### config.mk
export PLATFORM = sky130hd
export DESIGN_NAME = i2c_target_register_map
export DESIGN_NICKNAME = d
export VERILOG_FILES = /design/src/i2crm_pkg.sv /design/src/i2crm_datapath.sv /design/src/i2crm_ctrl.sv /design/src/i2c_target_register_map.sv
export SDC_FILE = /design/constraint.sdc
export NUM_CORES = 1
export LEC_CHECK = 0
export CORE_MARGIN = 3
export CORE_UTILIZATION = 40
export DETAILED_ROUTE_END_ITERATION = 16
export DONT_BUFFER_PORTS = 1
export GPL_TIMING_DRIVEN = 1
export PLACE_DENSITY = 0.57
export SYNTH_ARGS = -nofsm -noshare
export SYNTH_HDL_FRONTEND = slang
export SYNTH_SLANG_ARGS = --single-unit
### constraint.sdc
create_clock -name aclk -period 5.3 [get_ports aclk]
set_clock_uncertainty 0.1 [all_clocks]
set_input_delay 0.795 -clock aclk [delete_from_list [all_inputs] [get_ports aclk]]
set_output_delay 0.795 -clock aclk [all_outputs]
set_load 0.05 [all_outputs]
### src/i2crm_pkg.sv
// shared constants, operation codes and controller/datapath interface types
// for the i2c target register map; no dependencies
package i2crm_pkg;

    // receive buffer depth and register map limit
    localparam int RX_DEPTH  = 26;
    localparam int MAP_LIMIT = 26;

    // index into the receive buffer and count of buffered bytes
    localparam int IDX_W = $clog2(RX_DEPTH);
    localparam int CNT_W = $clog2(RX_DEPTH + 1);

    // byte returned for unmapped or out-of-range addresses
    localparam logic [7:0] FILLER_BYTE = 8'hAA;

    // register map addresses
    localparam logic [7:0] ADDR_WAKE      = 8'd1;
    localparam logic [7:0] ADDR_OUT_CFG   = 8'd6;
    localparam logic [7:0] ADDR_SECONDS   = 8'd7;
    localparam logic [7:0] ADDR_MINUTES   = 8'd8;
    localparam logic [7:0] ADDR_HOURS     = 8'd9;
    localparam logic [7:0] ADDR_DOW       = 8'd10;
    localparam logic [7:0] ADDR_DOM       = 8'd11;
    localparam logic [7:0] ADDR_MONTH     = 8'd12;
    localparam logic [7:0] ADDR_YEAR_HI   = 8'd13;
    localparam logic [7:0] ADDR_YEAR_LO   = 8'd14;

    // bus event codes
    typedef enum logic [1:0] {
        OP_START = 2'd0,
        OP_RX    = 2'd1,
        OP_TX    = 2'd2,
        OP_STOP  = 2'd3
    } op_t;

    // commands from controller to datapath
    typedef struct packed {
        logic clear_count;
        logic push_byte;
        logic tx_read;
        logic commit_init;
        logic commit_step;
        logic load_result;
    } dp_cmd_t;

    // status from datapath to controller
    typedef struct packed {
        logic commit_needed;
        logic commit_last;
    } dp_status_t;

endpackage

### src/i2crm_datapath.sv
// datapath: pointer, receive buffer memory, register map and result register
// depends on i2crm_pkg
module i2crm_datapath import i2crm_pkg::*; (
    input  logic        aclk,
    input  logic        aresetn,
    input  dp_cmd_t     cmd,
    input  logic [7:0]  s_data_in,
    output dp_status_t  status,
    output logic [7:0]  m_tx_byte,
    output logic        m_tx_valid
);

    logic [7:0]       ptr_reg;
    logic [CNT_W-1:0] count_reg;
    logic [CNT_W-1:0] cidx_reg;
    logic [7:0]       buf0_reg;
    logic [7:0]       rx_mem [RX_DEPTH];
    logic [7:0]       rd_data_reg;
    logic [CNT_W-1:0] rd_addr;
    logic [CNT_W-1:0] cidx_inc;

    logic [7:0]  wake_reg;
    logic [7:0]  out_cfg_reg;
    logic [7:0]  seconds_reg;
    logic [7:0]  minutes_reg;
    logic [7:0]  hours_reg;
    logic [7:0]  dow_reg;
    logic [7:0]  dom_reg;
    logic [7:0]  month_reg;
    logic [15:0] year_reg;

    logic [7:0]  map_rd;
    logic [7:0]  wr_data;
    logic        map_we;
    logic        buf_full;
    logic        ptr_in_map;

    logic [7:0]  tx_byte_reg;
    logic        tx_valid_reg;

    assign buf_full   = (count_reg == CNT_W'(RX_DEPTH));
    assign ptr_in_map = (ptr_reg < 8'(MAP_LIMIT));
    assign cidx_inc   = cidx_reg + CNT_W'(1);

    // commit progress
    assign status.commit_needed = (count_reg > CNT_W'(1));
    assign status.commit_last   = (cidx_inc == count_reg);

    // register map read at the pointer
    always_comb begin
        unique case (ptr_reg)
            ADDR_WAKE:    map_rd = wake_reg;
            ADDR_OUT_CFG: map_rd = out_cfg_reg;
            ADDR_SECONDS: map_rd = seconds_reg;
            ADDR_MINUTES: map_rd = minutes_reg;
            ADDR_HOURS:   map_rd = hours_reg;
            ADDR_DOW:     map_rd = dow_reg;
            ADDR_DOM:     map_rd = dom_reg;
            ADDR_MONTH:   map_rd = month_reg;
            ADDR_YEAR_HI: map_rd = year_reg[15:8];
            ADDR_YEAR_LO: map_rd = year_reg[7:0];
            default:      map_rd = FILLER_BYTE;
        endcase
    end

    // pointer and receive count
    always_ff @(posedge aclk) begin
        if (!aresetn) begin
            ptr_reg   <= '0;
            count_reg <= '0;
        end else begin
            if (cmd.clear_count) begin
                count_reg <= '0;
            end
            if (cmd.push_byte) begin
                if (!buf_full) begin
                    count_reg <= count_reg + CNT_W'(1);
                end
                ptr_reg <= (count_reg == '0) ? s_data_in : buf0_reg;
            end
            if (cmd.tx_read && ptr_in_map) begin
                ptr_reg <= ptr_reg + 8'd1;
            end
            if (cmd.commit_step) begin
                ptr_reg <= ptr_reg + 8'd1;
            end
        end
    end

    // receive buffer writes, first byte kept aside for pointer reloads
    always_ff @(posedge aclk) begin
        if (cmd.push_byte && !buf_full) begin
            rx_mem[count_reg[IDX_W-1:0]] <= s_data_in;
            if (count_reg == '0) begin
                buf0_reg <= s_data_in;
            end
        end
    end

    // commit index and registered buffer read
    assign rd_addr = cmd.commit_init ? CNT_W'(1) : cidx_inc;

    always_ff @(posedge aclk) begin
        if (cmd.commit_init) begin
            cidx_reg <= CNT_W'(1);
        end else if (cmd.commit_step) begin
            cidx_reg <= cidx_inc;
        end
        if ((cmd.commit_init || cmd.commit_step) && rd_addr < CNT_W'(RX_DEPTH)) begin
            rd_data_reg <= rx_mem[rd_addr[IDX_W-1:0]];
        end
    end

    // register map writes during commit
    assign map_we  = cmd.commit_step;
    assign wr_data = rd_data_reg;

    always_ff @(posedge aclk) begin
        if (!aresetn) begin
            wake_reg    <= '0;
            out_cfg_reg <= '0;
            seconds_reg <= '0;
            minutes_reg <= '0;
            hours_reg   <= '0;
            dow_reg     <= '0;
            dom_reg     <= '0;
            month_reg   <= '0;
            year_reg    <= '0;
        end else if (map_we) begin
            unique case (ptr_reg)
                ADDR_WAKE:    wake_reg        <= wr_data;
                ADDR_OUT_CFG: out_cfg_reg     <= wr_data;
                ADDR_SECONDS: seconds_reg     <= wr_data;
                ADDR_MINUTES: minutes_reg     <= wr_data;
                ADDR_HOURS:   hours_reg       <= wr_data;
                ADDR_DOW:     dow_reg         <= wr_data;
                ADDR_DOM:     dom_reg         <= wr_data;
                ADDR_MONTH:   month_reg       <= wr_data;
                ADDR_YEAR_HI: year_reg[15:8]  <= wr_data;
                ADDR_YEAR_LO: year_reg[7:0]   <= wr_data;
                default:      ;
            endcase
        end
    end

    // result register
    always_ff @(posedge aclk) begin
        if (cmd.load_result) begin
            tx_byte_reg  <= (cmd.tx_read && ptr_in_map) ? map_rd
                          : (cmd.tx_read ? FILLER_BYTE : 8'd0);
            tx_valid_reg <= cmd.tx_read;
        end
    end

    assign m_tx_byte  = tx_byte_reg;
    assign m_tx_valid = tx_valid_reg;

endmodule

### src/i2crm_ctrl.sv
// controller: input/output handshake and the stop commit sequence
// depends on i2crm_pkg
module i2crm_ctrl import i2crm_pkg::*; (
    input  logic       aclk,
    input  logic       aresetn,
    input  logic       s_valid,
    output logic       s_ready,
    input  logic [1:0] s_op,
    output logic       m_valid,
    input  logic       m_ready,
    input  dp_status_t status,
    output dp_cmd_t    cmd
);

    typedef enum logic {
        ST_IDLE,
        ST_COMMIT
    } state_t;

    state_t state_reg;
    state_t state_next;
    logic   m_valid_reg;
    logic   accept;
    op_t    op;

    assign op      = op_t'(s_op);
    assign s_ready = (state_reg == ST_IDLE) && (!m_valid_reg || m_ready);
    assign accept  = s_valid && s_ready;
    assign m_valid = m_valid_reg;

    // command decode
    always_comb begin
        cmd        = '0;
        state_next = state_reg;
        if (accept) begin
            unique case (op)
                OP_START: begin
                    cmd.clear_count = 1'b1;
                    cmd.load_result = 1'b1;
                end
                OP_RX: begin
                    cmd.push_byte   = 1'b1;
                    cmd.load_result = 1'b1;
                end
                OP_TX: begin
                    cmd.tx_read     = 1'b1;
                    cmd.load_result = 1'b1;
                end
                OP_STOP: begin
                    if (status.commit_needed) begin
                        cmd.commit_init = 1'b1;
                        state_next      = ST_COMMIT;
                    end else begin
                        cmd.load_result = 1'b1;
                    end
                end
                default: ;
            endcase
        end
        if (state_reg == ST_COMMIT) begin
            cmd.commit_step = 1'b1;
            if (status.commit_last) begin
                cmd.load_result = 1'b1;
                state_next      = ST_IDLE;
            end
        end
    end

    // state and output valid
    always_ff @(posedge aclk) begin
        if (!aresetn) begin
            state_reg   <= ST_IDLE;
            m_valid_reg <= 1'b0;
        end else begin
            state_reg <= state_next;
            if (cmd.load_result) begin
                m_valid_reg <= 1'b1;
            end else if (m_ready) begin
                m_valid_reg <= 1'b0;
            end
        end
    end

    // a stop with data bytes enters the commit sequence with no result shown
    a_stop_commit: assert property (@(posedge aclk) disable iff (!aresetn)
        (accept && op == OP_STOP && status.commit_needed)
        |=> (state_reg == ST_COMMIT && !m_valid_reg))
        else $error("stop with data did not enter commit");

    // any other accepted item shows its result in the next cycle
    a_quick_result: assert property (@(posedge aclk) disable iff (!aresetn)
        (accept && !(op == OP_STOP && status.commit_needed))
        |=> (m_valid_reg && state_reg == ST_IDLE))
        else $error("result missing after single-cycle item");

    // commit keeps going until the last buffered byte
    a_commit_runs: assert property (@(posedge aclk) disable iff (!aresetn)
        (state_reg == ST_COMMIT && !status.commit_last) |=> (state_reg == ST_COMMIT))
        else $error("commit ended early");

    // last commit step returns to idle with a result
    a_commit_ends: assert property (@(posedge aclk) disable iff (!aresetn)
        (state_reg == ST_COMMIT && status.commit_last)
        |=> (state_reg == ST_IDLE && m_valid_reg))
        else $error("commit did not finish with a result");

endmodule

### src/i2c_target_register_map.sv
// i2c target register map top level: controller plus datapath
// results: start, received byte, transmit and stop with at most one buffered byte
// show in the next cycle; a stop with data bytes commits one byte per commit step
// throughput: one item per cycle outside commit while m_ready keeps the one-deep
// result register free; a committing stop holds off the input until its last step
// reset: synchronous active-low aresetn clears pointer, count and all map registers
// depends on i2crm_pkg, i2crm_ctrl, i2crm_datapath
module i2c_target_register_map import i2crm_pkg::*; (
    input  logic       aclk,
    input  logic       aresetn,
    input  logic       s_valid,
    output logic       s_ready,
    input  logic [1:0] s_op,
    input  logic [7:0] s_data_in,
    output logic       m_valid,
    input  logic       m_ready,
    output logic [7:0] m_tx_byte,
    output logic       m_tx_valid
);

    dp_cmd_t    cmd;
    dp_status_t status;

    // sequencing and handshake
    i2crm_ctrl u_ctrl (
        .aclk    (aclk),
        .aresetn (aresetn),
        .s_valid (s_valid),
        .s_ready (s_ready),
        .s_op    (s_op),
        .m_valid (m_valid),
        .m_ready (m_ready),
        .status  (status),
        .cmd     (cmd)
    );

    // storage and register map
    i2crm_datapath u_datapath (
        .aclk       (aclk),
        .aresetn    (aresetn),
        .cmd        (cmd),
        .s_data_in  (s_data_in),
        .status     (status),
        .m_tx_byte  (m_tx_byte),
        .m_tx_valid (m_tx_valid)
    );

endmodule

==> Word-level counts from Yosys, hierarchy flattened <==
Memory sizes are Yosys's and may differ from the RTL's. A register that Yosys moved wholly into a read port is not among the register bits.
Index checks and enable logic that the tools add are counted.
{ "totals": {"regBits": 117, "ram_bits": 208, "in_bits": 14, "out_inout_bits": 11, "word_cells": 96, "n_memories": 1} }
{ "memory_table": {"columns": ["name", "depth", "word_bits", "rd", "rd_ports_with_merged_regs", "wr", "line", "rtl"], "rows": [
  ["u_datapath.rx_mem", 26, 8, 1, 1, 1, "i2crm_datapath.sv:17", "logic [7:0] rx_mem [RX_DEPTH];"]
]} }
{ "classes": {"addsub": 3, "order_cmp": 3, "eq_ne": 15, "muxes": 31, "n_bitwise": 1, "n_reduce_logical": 24} }
{ "ops": {"columns": ["op", "count"], "rows": [
  ["8-bit case mux with 10 select lines", 1],
  ["8-bit by 4-bit equality test with 1-bit output (second input constant)", 7],
  ["8-bit two-way mux", 6],
  ["5-bit two-way mux", 4],
  ["2-bit AND reduction", 10],
  ["1-bit two-way mux", 17],
  ["8-bit by 3-bit equality test with 1-bit output (second input constant)", 2],
  ["5-bit by 1-bit adder with 5-bit output (second input constant)", 2],
  ["8-bit by 1-bit adder with 8-bit output (second input constant)", 1],
  ["8-bit by 1-bit equality test with 1-bit output (second input constant)", 1],
  ["8-bit by 5-bit < comparator with 1-bit output (second input constant)", 1],
  ["5-bit equality test", 1],
  ["5-bit equality test (second input constant)", 1],
  ["5-bit by 1-bit > comparator with 1-bit output (second input constant)", 1],
  ["1-bit logical AND", 5],
  ["5-bit logical NOT", 1],
  ["5-bit < comparator (second input constant)", 1],
  ["2-bit equality test (second input constant)", 2],
  ["4-bit two-way mux", 1],
  ["3-bit nonzero test", 1],
  ["3-bit OR reduction", 1],
  ["2-bit by 1-bit equality test with 1-bit output (second input constant)", 1],
  ["1-bit logical NOT", 2],
  ["2-bit logical NOT", 1],
  ["5 further kinds", 6]
]} }

==> Depth between registers and ports, before layout <==
Gate-level depths: netlist of run 1.
{ "logic_depth": {"depth_word": 9, "mapped_depth": 10, "ltp_nobuf": 8} }

==> By module <==
A second synthesis of run 1 with hierarchy kept.
{ "unflattened": {"hier_cells": 1129, "area_unflattened_um2": 14196.1} }
{ "by_module_without_submodules": {"columns": ["module", "instances", "cells_each", "area_each_um2", "seq_area_each_um2"], "rows": [
  ["i2crm_datapath", 1, 1109, 14018.4, 8958.6],
  ["i2crm_ctrl", 1, 20, 177.7, 40.0]
]} }

==> Least setup slack after synthesis of run 1 <==
No wires, ideal clock.
{ "synth_path": {"path_kind": "input port to flip-flop", "from": "input m_ready", "to": "memory u_datapath.rx_mem[17][0], enable pin", "setup_time_ns": 0.370, "arrival_time_ns": 2.230, "t_required_ns": 4.830, "path_slack_ns": 2.600, "stages": 5, "n_path_buf": 1, "path_cell_list": "nor2b_1 > nor4b_1 > clkbuf_1 > nand3b_1 > nor2_1"} }
{ "synth_via": {"elab_chain_len": 7} }
{ "synth_rtl": {"columns": ["element", "line", "rtl"], "rows": [
  ["start: declaration", "i2c_target_register_map.sv:16", "input logic m_ready,"],
  ["1-bit logical OR", "i2crm_ctrl.sv:27", "assign s_ready = (state_reg == ST_IDLE) && (!m_valid_reg || m_ready);"],
  ["1-bit logical AND", "i2crm_ctrl.sv:27", null],
  ["1-bit logical AND", "i2crm_ctrl.sv:28", "assign accept = s_valid && s_ready;"],
  ["4-bit two-way mux", "i2crm_ctrl.sv:35", "if (accept) begin"],
  ["1-bit logical AND", "i2crm_datapath.sv:92", "if (cmd.push_byte && !buf_full) begin"],
  ["1-bit two-way mux", "i2crm_datapath.sv:92", null],
  ["1-bit two-way mux (not written as such)", "i2crm_datapath.sv:93", "rx_mem[count_reg[IDX_W-1:0]] <= s_data_in;"],
  ["end: declaration", "i2crm_datapath.sv:17", null]
]} }
Every way passes these cells.

==> Worst setup path in the final report of run 1 <==
{ "layout_path": {"from": "register u_datapath.count_reg[1]", "to": "register u_datapath.rd_data_reg[5], read port of u_datapath.rx_mem (data pin)"} }
{ "layout_via": {"elab_chain_len": 7, "elab_cells_between_ends": 8, "cone_classes": "2 x order compare; 4 x mux; 2 x reduce/logical"} }
{ "layout_rtl": {"columns": ["element", "line", "rtl"], "rows": [
  ["start: declaration", "i2crm_datapath.sv:14", "logic [CNT_W-1:0] count_reg;"],
  ["start signal: assignment", "i2crm_datapath.sv:77", "count_reg <= count_reg + CNT_W'(1);"],
  ["5-bit by 1-bit > comparator with 1-bit output (*)", "i2crm_datapath.sv:46", "assign status.commit_needed = (count_reg > CNT_W'(1));"],
  ["1-bit two-way mux (*)", "i2crm_ctrl.sv:50", "if (status.commit_needed) begin"],
  ["1-bit two-way mux (*)", "i2crm_ctrl.sv:36", "unique case (op)"],
  ["4-bit two-way mux (*)", "i2crm_ctrl.sv:35", null],
  ["5-bit two-way mux", "i2crm_datapath.sv:101", "assign rd_addr = cmd.commit_init ? CNT_W'(1) : cidx_inc;"],
  ["5-bit < comparator", "i2crm_datapath.sv:109", "if ((cmd.commit_init || cmd.commit_step) && rd_addr < CNT_W'(RX_DEPTH)) begin"],
  ["1-bit logical AND", "i2crm_datapath.sv:109", null],
  ["end: declaration", "i2crm_datapath.sv:18", "logic [7:0] rd_data_reg;"]
]} }
Every way passes the cells marked *; elsewhere a longest branch is shown, timed or not.
A chain may end at the register's enable or synchronous reset.

==> impl_results.md, run 1 <==
* Delay-heaviest family, CP: compound AO/OA/AOI/OAI gates
* DRT Pass-1 Iters at 5
* Cells on Worst Hold Path at 0
* Reg clk slew, reported paths at 0.06 ns
* Minimum clock period at 3.617 ns
* Max stage delay cell, worst path: a21oi_1
* Final slew viol count at 0
* First-pass GRT wire length at 59.75 mm
* Cts bufs inserted at 38
* Total congestion overflow at 0
* Unrepaired setup endpoints after global routing: false
* Reg2Reg Depth at 8
* Worst EP arrival at 3.79 ns
* Worst path buffer plus inverter count at 1
* Hold_sp: s_data_in[7]
* Largest net degree at the start of global routing at 59
* Final period util at 68.25%
* P&R area growth vs syn at 10.72%
* Slew HR at 29.97%
* IO buf count at 0
* CTS tree: yes
* Final setup vio count at 0
* Crit-path max cell delay at 0.80 ns
* Pwr Density at 497.5 mW/mm^2
* Die height at 195.5 um
* Initial antenna violation count at 0
* Aggregate routed wire length at 40.05 mm
* Initial core utilization at 41.09%
* Mapped Area at 0.01437 mm^2
* Clock buffer depth at 3
* Outcome: completed
* Setup bufs post-CTS at 0
* Die area at 0.03823 mm^2
* Clk_lat worst skew at 0.55 ns
* Lkg Pwr at 5.301 nW
* Synth warn at 0
* CP required at 5.47 ns
* Final ANT Viol Nets at 0
* Cell row count at 68
* Largest fanout on the critical path at 16
* Max-cap violations at 0
* R2R Path End: u_datapath.rd_data_reg[5]$_DFFE_PP_
* Setup crit end kind: flop
* Syn avg cell area at 12.35 um^2
* Post-synth ARST share at 0%
* DR WL/cell at 24.68 um
* VDD IR-drop max at 371.8 uV
* R2r setup slk at 1.68 ns
* H-Tree Depth at 2
* CTS resizes at 0
* Via density at 5.957
* Hold Crit Class: input pin to flop
* Hold Buf Count CTS at 0
* Prevailing post-synth register cell: edfxtp_1
* Crit-path cells: inv_1, ha_1, o21bai_1, a21oi_1, nand2_1, a222oi_1, a22o_1, o22ai_1
* Die W at 195.5 um
* Clk sink count at 333
* Share of cells above drive strength 1 at 11.64%
* Setup CP Type: flop to flop
* Least-Margin Pin Slew at 1.049 ns
* Max reg flops at 208
* Syn nets at 1,186
* GRT Total Usage at 20.59%
* Total power at 0.007914 W
* Count of state elements after synthesis at 333
* Worst r2r src: u_datapath.count_reg[1]$_SDFF_PN0_
* TNS Setup at 0 ns
* Io pins at 25
* Fillers at 3,104
* CTS Root Cell: clkbuf_16
* Most common cell after layout, fill and taps aside: edfxtp_1
* Vias in the first global route at 9,286
* Critical Path Start Type: flop
* GP Congestion at 0.9334
* Critical Path Stages at 8
* Cells after synthesis at 1,163
* F_max at 0.2764 GHz
* Detailed-route via count at 9,668
* WHS Endpoint: u_datapath.rx_mem[10][7]$_DFFE_PP_
* Commonest non-fill, non-tap cells in the layout: 233 x edfxtp_1, 101 x nor2_1, 98 x dfxtp_1
* Core ar. at 0.03497 mm^2
* DPL Wire Length at 26.54 mm
* ANT cells at 0
* Number of synthesized flops with an enable pin at 233
* Hold Fails Final Rpt at 0
* Post-synthesis sequential area ratio at 62.63%
* # DRC at 0
* Layout Nets at 1,161
* Distinct cells, synth at 87
* 1st-iter DRT viols at 1,077
==> metal layers <==
layer | share of wire [%] | vias to the layer above | GRT usage (%)
li1 | - | 4373 | -
met5 | 0 | - | 0
met1 | 45 | 4803 | 29.87
met2 | 44 | 407 | 31.05
met3 | 6.8 | 85 | 3.502
met4 | 3.5 | 0 | 7.843
==> cells by family (layout without fill, tap and decap cells) <==
logic type | count (synthesis) | after routing | share of synthesized area [%]
multiplexers | 110 | 110 | 8.891
AO/OA/AOI/OAI | 268 | 268 | 12.57
XOR/XNOR | 15 | 15 | 0.9666
flip-flops | 333 | 333 | 62.63
adder cells (fa/ha/maj) | 9 | 9 | 0.7837
buffers and inverters | 99 | 104 | 3.109
AND/OR/NAND/NOR | 329 | 329 | 11.05
==> power by group <==
group / internal, W / switching (W)
Combinational: 0.000849 / 0.00155
Sequential: 0.00286 / 0.000101
Clock: 0.00150 / 0.00106
Total: 0.00521 / 0.00270
==> how the worst max path moves through the flow <==
stage | from | end | slack, ns
after floorplan | m_ready | u_datapath.rx_mem[17][0]$_DFFE_PP_ | 2.60
after global placement | u_datapath.count_reg[1]$_SDFF_PN0_ | u_datapath.rd_data_reg[5]$_DFFE_PP_ | 1.90
after detailed placement | u_datapath.count_reg[1]$_SDFF_PN0_ | u_datapath.rd_data_reg[5]$_DFFE_PP_ | 1.83
after CTS | u_datapath.count_reg[1]$_SDFF_PN0_ | u_datapath.rd_data_reg[5]$_DFFE_PP_ | 1.81
after global routing | u_datapath.count_reg[1]$_SDFF_PN0_ | u_datapath.rd_data_reg[5]$_DFFE_PP_ | 1.52
final | u_datapath.count_reg[1]$_SDFF_PN0_ | u_datapath.rd_data_reg[5]$_DFFE_PP_ | 1.68
==> per-stage QoR <==
step / hold WS, ns / instance area [um^2] / utilization [%] / std cells / setup slack (ns)
4_1_cts: 0.2019 / 15910 / 45.50 / 1623 / 1.815
3_5_place_dp: 0.3428 / 14690 / 42.01 / 1553 / 1.828
2_1_floorplan: 0.3313 / 14370 / - / 1163 / 2.600
3_3_place_gp: 0.3375 / 14690 / 42.01 / 1553 / 1.897
5_1_grt: 0.2111 / 15910 / 45.50 / 1623 / 1.521
6_report: 0.2337 / 15910 / 45.50 / 1623 / 1.683
==> cell usage after synthesis (3+ instances only) <==
cell type	number	area (um^2)
mux4_2	12	270.3
nor3_1	20	100.1
a31oi_1	7	43.79
or3_1	5	31.28
nand3_2	4	40.04
xor2_1	6	52.55
dfxtp_1	100	2002
nor2b_1	3	18.77
buf_4	4	30.03
a21oi_1	82	410.4
o22ai_1	14	87.58
nand4_1	6	37.54
o21ai_2	4	35.03
nand2_1	95	356.6
a32oi_1	6	52.55
xnor2_1	8	70.07
o21a_1	3	22.52
a22oi_1	9	67.56
mux2_2	21	236.5
clkbuf_1	35	131.4
a211oi_1	5	37.54
o2111ai_1	4	35.03
o21ai_1	4	20.02
mux2i_1	77	770.7
nand3b_1	6	45.04
buf_2	34	170.2
a221oi_1	15	131.4
and2_1	8	50.05
buf_1	3	11.26
o31ai_1	3	22.52
ha_1	9	112.6
o221ai_1	10	87.58
a22o_1	7	61.31
o311ai_0	3	26.28
a32o_1	4	40.04
o21ai_0	35	175.2
o211ai_1	20	150.1
and3_1	5	31.28
nor2_1	101	379.1
nand2b_1	5	31.28
o2bb2ai_1	3	26.28
inv_1	18	67.56
nand3_1	51	255.2
edfxtp_1	233	6997
==> layout make-up <==
type / count / area (um^2) / share of cell area, %
Sequential cell: 333 / 9004 / 56.59
Multi-Input combinational cell: 731 / 4940 / 31.05
Clock buffer: 56 / 1101 / 6.921
Tap cell: 455 / 569.3 / 3.578
Clock inverter: 14 / 118.9 / 0.7471
Timing Repair Buffer: 13 / 97.59 / 0.6134
Inverter: 21 / 78.83 / 0.4955
Power figures use the tool's default switching activity.
==> run 2: changes to the inputs <==
--- a/config.mk
+++ b/config.mk
@@ -10,7 +10,7 @@
 export DETAILED_ROUTE_END_ITERATION = 16
 export DONT_BUFFER_PORTS = 1
 export GPL_TIMING_DRIVEN = 1
-export PLACE_DENSITY = 0.57
+export PLACE_DENSITY = 0.59
 export SYNTH_ARGS = -nofsm -noshare
 export SYNTH_HDL_FRONTEND = slang
 export SYNTH_SLANG_ARGS = --single-unit
==> constraint.sdc (replaced) <==
create_clock -name aclk -period 3 [get_ports aclk]
set_clock_uncertainty 0.1 [all_clocks]
set_input_delay 0.45 -clock aclk [delete_from_list [all_inputs] [get_ports aclk]]
set_output_delay 0.45 -clock aclk [all_outputs]
set_load 0.05 [all_outputs]
==> impl_results.md, run 2 (same netlist as run 1, synthesis figures left out) <==
* Detailed-route via count at 9,808
* Hold_sp: s_op[0]
* Cell row count at 68
* Unrepaired setup endpoints after global routing: false
* DR WL/cell at 23.40 um
* Setup CP Type: flop to flop
* Reg clk slew, reported paths at 0.06 ns
* Die area at 0.03823 mm^2
* Outcome: completed
* Post-route cell area at 0.01650 mm^2
* Largest fanout on the critical path at 22
* Final cell count without fillers at 1,683
* Placed cell count at 1,608
* CP required at 3.14 ns
* Placed inst area at 0.01514 mm^2
* ANT cells at 0
* P&R area growth vs syn at 14.81%
* VDD IR-drop max at 667.1 uV
* Cells on Worst Hold Path at 2
* Share of cells above drive strength 1 at 15.96%
* Total congestion overflow at 0
* Die W at 195.5 um
* Final period util at 93.35%
* Lkg Pwr at 5.670 nW
* Largest net degree at the start of global routing at 79
* Io pins at 25
* F_max at 0.3571 GHz
* Cts bufs inserted at 37
* Commonest non-fill, non-tap cells in the layout: 233 x edfxtp_1, 101 x nor2_1, 98 x dfxtp_1
* GRT Total Usage at 20.40%
* First-pass GRT wire length at 60.05 mm
* Final ANT Viol Nets at 0
* CTS Root Cell: clkbuf_16
* Clock buffer depth at 3
* Worst r2r src: u_datapath.cidx_reg[0]$_SDFFE_PP1P_
* Switch Pwr at 0.004664 W
* GP Congestion at 0.9454
* # DRC at 0
* Die height at 195.5 um
* Final slew viol count at 0
* P_int at 0.009430 W
* Max reg flops at 208
* Layout Nets at 1,225
* Switching part of the total power at 33.09%
* 1st-iter DRT viols at 932
* Hold Crit Class: input pin to flop
* Vias in the first global route at 9,503
* Initial antenna violation count at 2
* Initial core utilization at 41.09%
* Setup crit end kind: flop
* R2R Path End: u_datapath.rd_data_reg[7]$_DFFE_PP_
* Final setup vio count at 0
* Least-Margin Pin Slew at 1.170 ns
* R2r setup slk at 0.20 ns
* Worst EP arrival at 2.94 ns
* DPL Wire Length at 25.29 mm
* Max-cap violations at 0
* Fillers at 3,135
* DRT Pass-1 Iters at 6
* Clock power share at 31.7%
* Clk_lat worst skew at 0.52 ns
* H-Tree Depth at 2
* Core ar. at 0.03497 mm^2
* Combinational Power Share at 31.5%
* Reg2Reg Depth at 8
* Crit-path cells: ha_2, xor2_2, buf_12, mux2_2, a221oi_1, nor2_1, o221ai_1, o311ai_0
* IO buf count at 0
* Min Hold Slack at 0.06375 ns
* Most common cell after layout, fill and taps aside: edfxtp_1
* Reg power frac at 36.8%
* Hold Fails Final Rpt at 0
* Final Util at 47.18%
* Via density at 5.828
* Clk sink count at 333
* Max stage delay cell, worst path: ha_2
* Setup bufs post-CTS at 0
* Slew HR at 21.71%
* Aggregate routed wire length at 39.38 mm
* Minimum clock period at 2.801 ns
* Critical Path Start Type: flop
* Crit-path max cell delay at 0.37 ns
* Pwr Density at 854.3 mW/mm^2
* CTS tree: yes
* WHS Endpoint: u_datapath.count_reg[0]$_SDFF_PN0_
## run 2: area by class of cell
cell class                 count  area [um^2]  area share, %
clock buffer                  49         1033          6.265
clock inverter                16        160.2         0.9708
inverter                      21        78.83         0.4778
multi-input combinational    731         4954          30.03
sequential                   333         9004          54.58
tap                          455        569.3          3.451
timing repair buffer          78        698.2          4.232
## run 2: how the worst max path moves through the flow
stage          cells past startpoint                                start                                  end
4_1_cts                            8  u_datapath.cidx_reg[0]$_SDFFE_PP1P_  u_datapath.rd_data_reg[2]$_DFFE_PP_
3_5_place_dp                       7  u_datapath.cidx_reg[0]$_SDFFE_PP1P_  u_datapath.rd_data_reg[2]$_DFFE_PP_
5_1_grt                            8  u_datapath.cidx_reg[0]$_SDFFE_PP1P_  u_datapath.rd_data_reg[7]$_DFFE_PP_
3_3_place_gp                       7  u_datapath.cidx_reg[0]$_SDFFE_PP1P_  u_datapath.rd_data_reg[2]$_DFFE_PP_
6_report                           8  u_datapath.cidx_reg[0]$_SDFFE_PP1P_  u_datapath.rd_data_reg[7]$_DFFE_PP_
2_1_floorplan                      5          u_ctrl.m_valid$_SDFFE_PN0P_   u_datapath.rx_mem[17][0]$_DFFE_PP_
## run 2: worst max-delay path, delay by kind of cell (launching register included)
kind / cells / cell delay, ns
AOI/OAI and AO/OA: 3 / 0.84
xor gates and xnor gates: 1 / 0.21
adders and majority gates: 1 / 0.37
buffers and inverters: 1 / 0.19
DFF: 1 / 0.36
muxes: 1 / 0.36
and+or+nand+nor: 1 / 0.07
## run 2: per-layer routing
layer / routed length (um) / vias to the layer above / GRT usage [%] / share of wire (%)
li1: - / 4504 / - / -
met1: 17380 / 4832 / 29.30 / 44
met2: 17320 / 392 / 30.76 / 44
met3: 3342 / 80 / 4.193 / 8.5
met4: 1332 / 0 / 7.288 / 3.4
met5: 0 / - / 0 / 0
## run 2: what timing repair did
action	CTS	global route
endpoints found under the setup margin	1	1
hold buffers	10	0
hold endpoints to repair	212	0
gates resized for setup	1	1
## run 2: power by group through the flow
stage / sequential (W) / clock (W) / combinational (W)
after floorplan: 0.00521 / 0 / 0.00294
after global placement: 0.00528 / 0 / 0.00426
after detailed placement: 0.00528 / 0 / 0.00428
after CTS: 0.00518 / 0.00455 / 0.00438
after global routing: 0.00519 / 0.00473 / 0.00476
final: 0.00519 / 0.00447 / 0.00444
## run 2: metrics by stage
stage                     total power [W]  TNS [ns]  setup slack [ns]
after floorplan                  0.008152         0            0.4534
after global placement           0.009534         0           0.01209
after detailed placement         0.009554  -0.02205          -0.02205
after CTS                         0.01411         0           0.09166
after global routing              0.01468         0           0.04041
final                             0.01409         0            0.1994
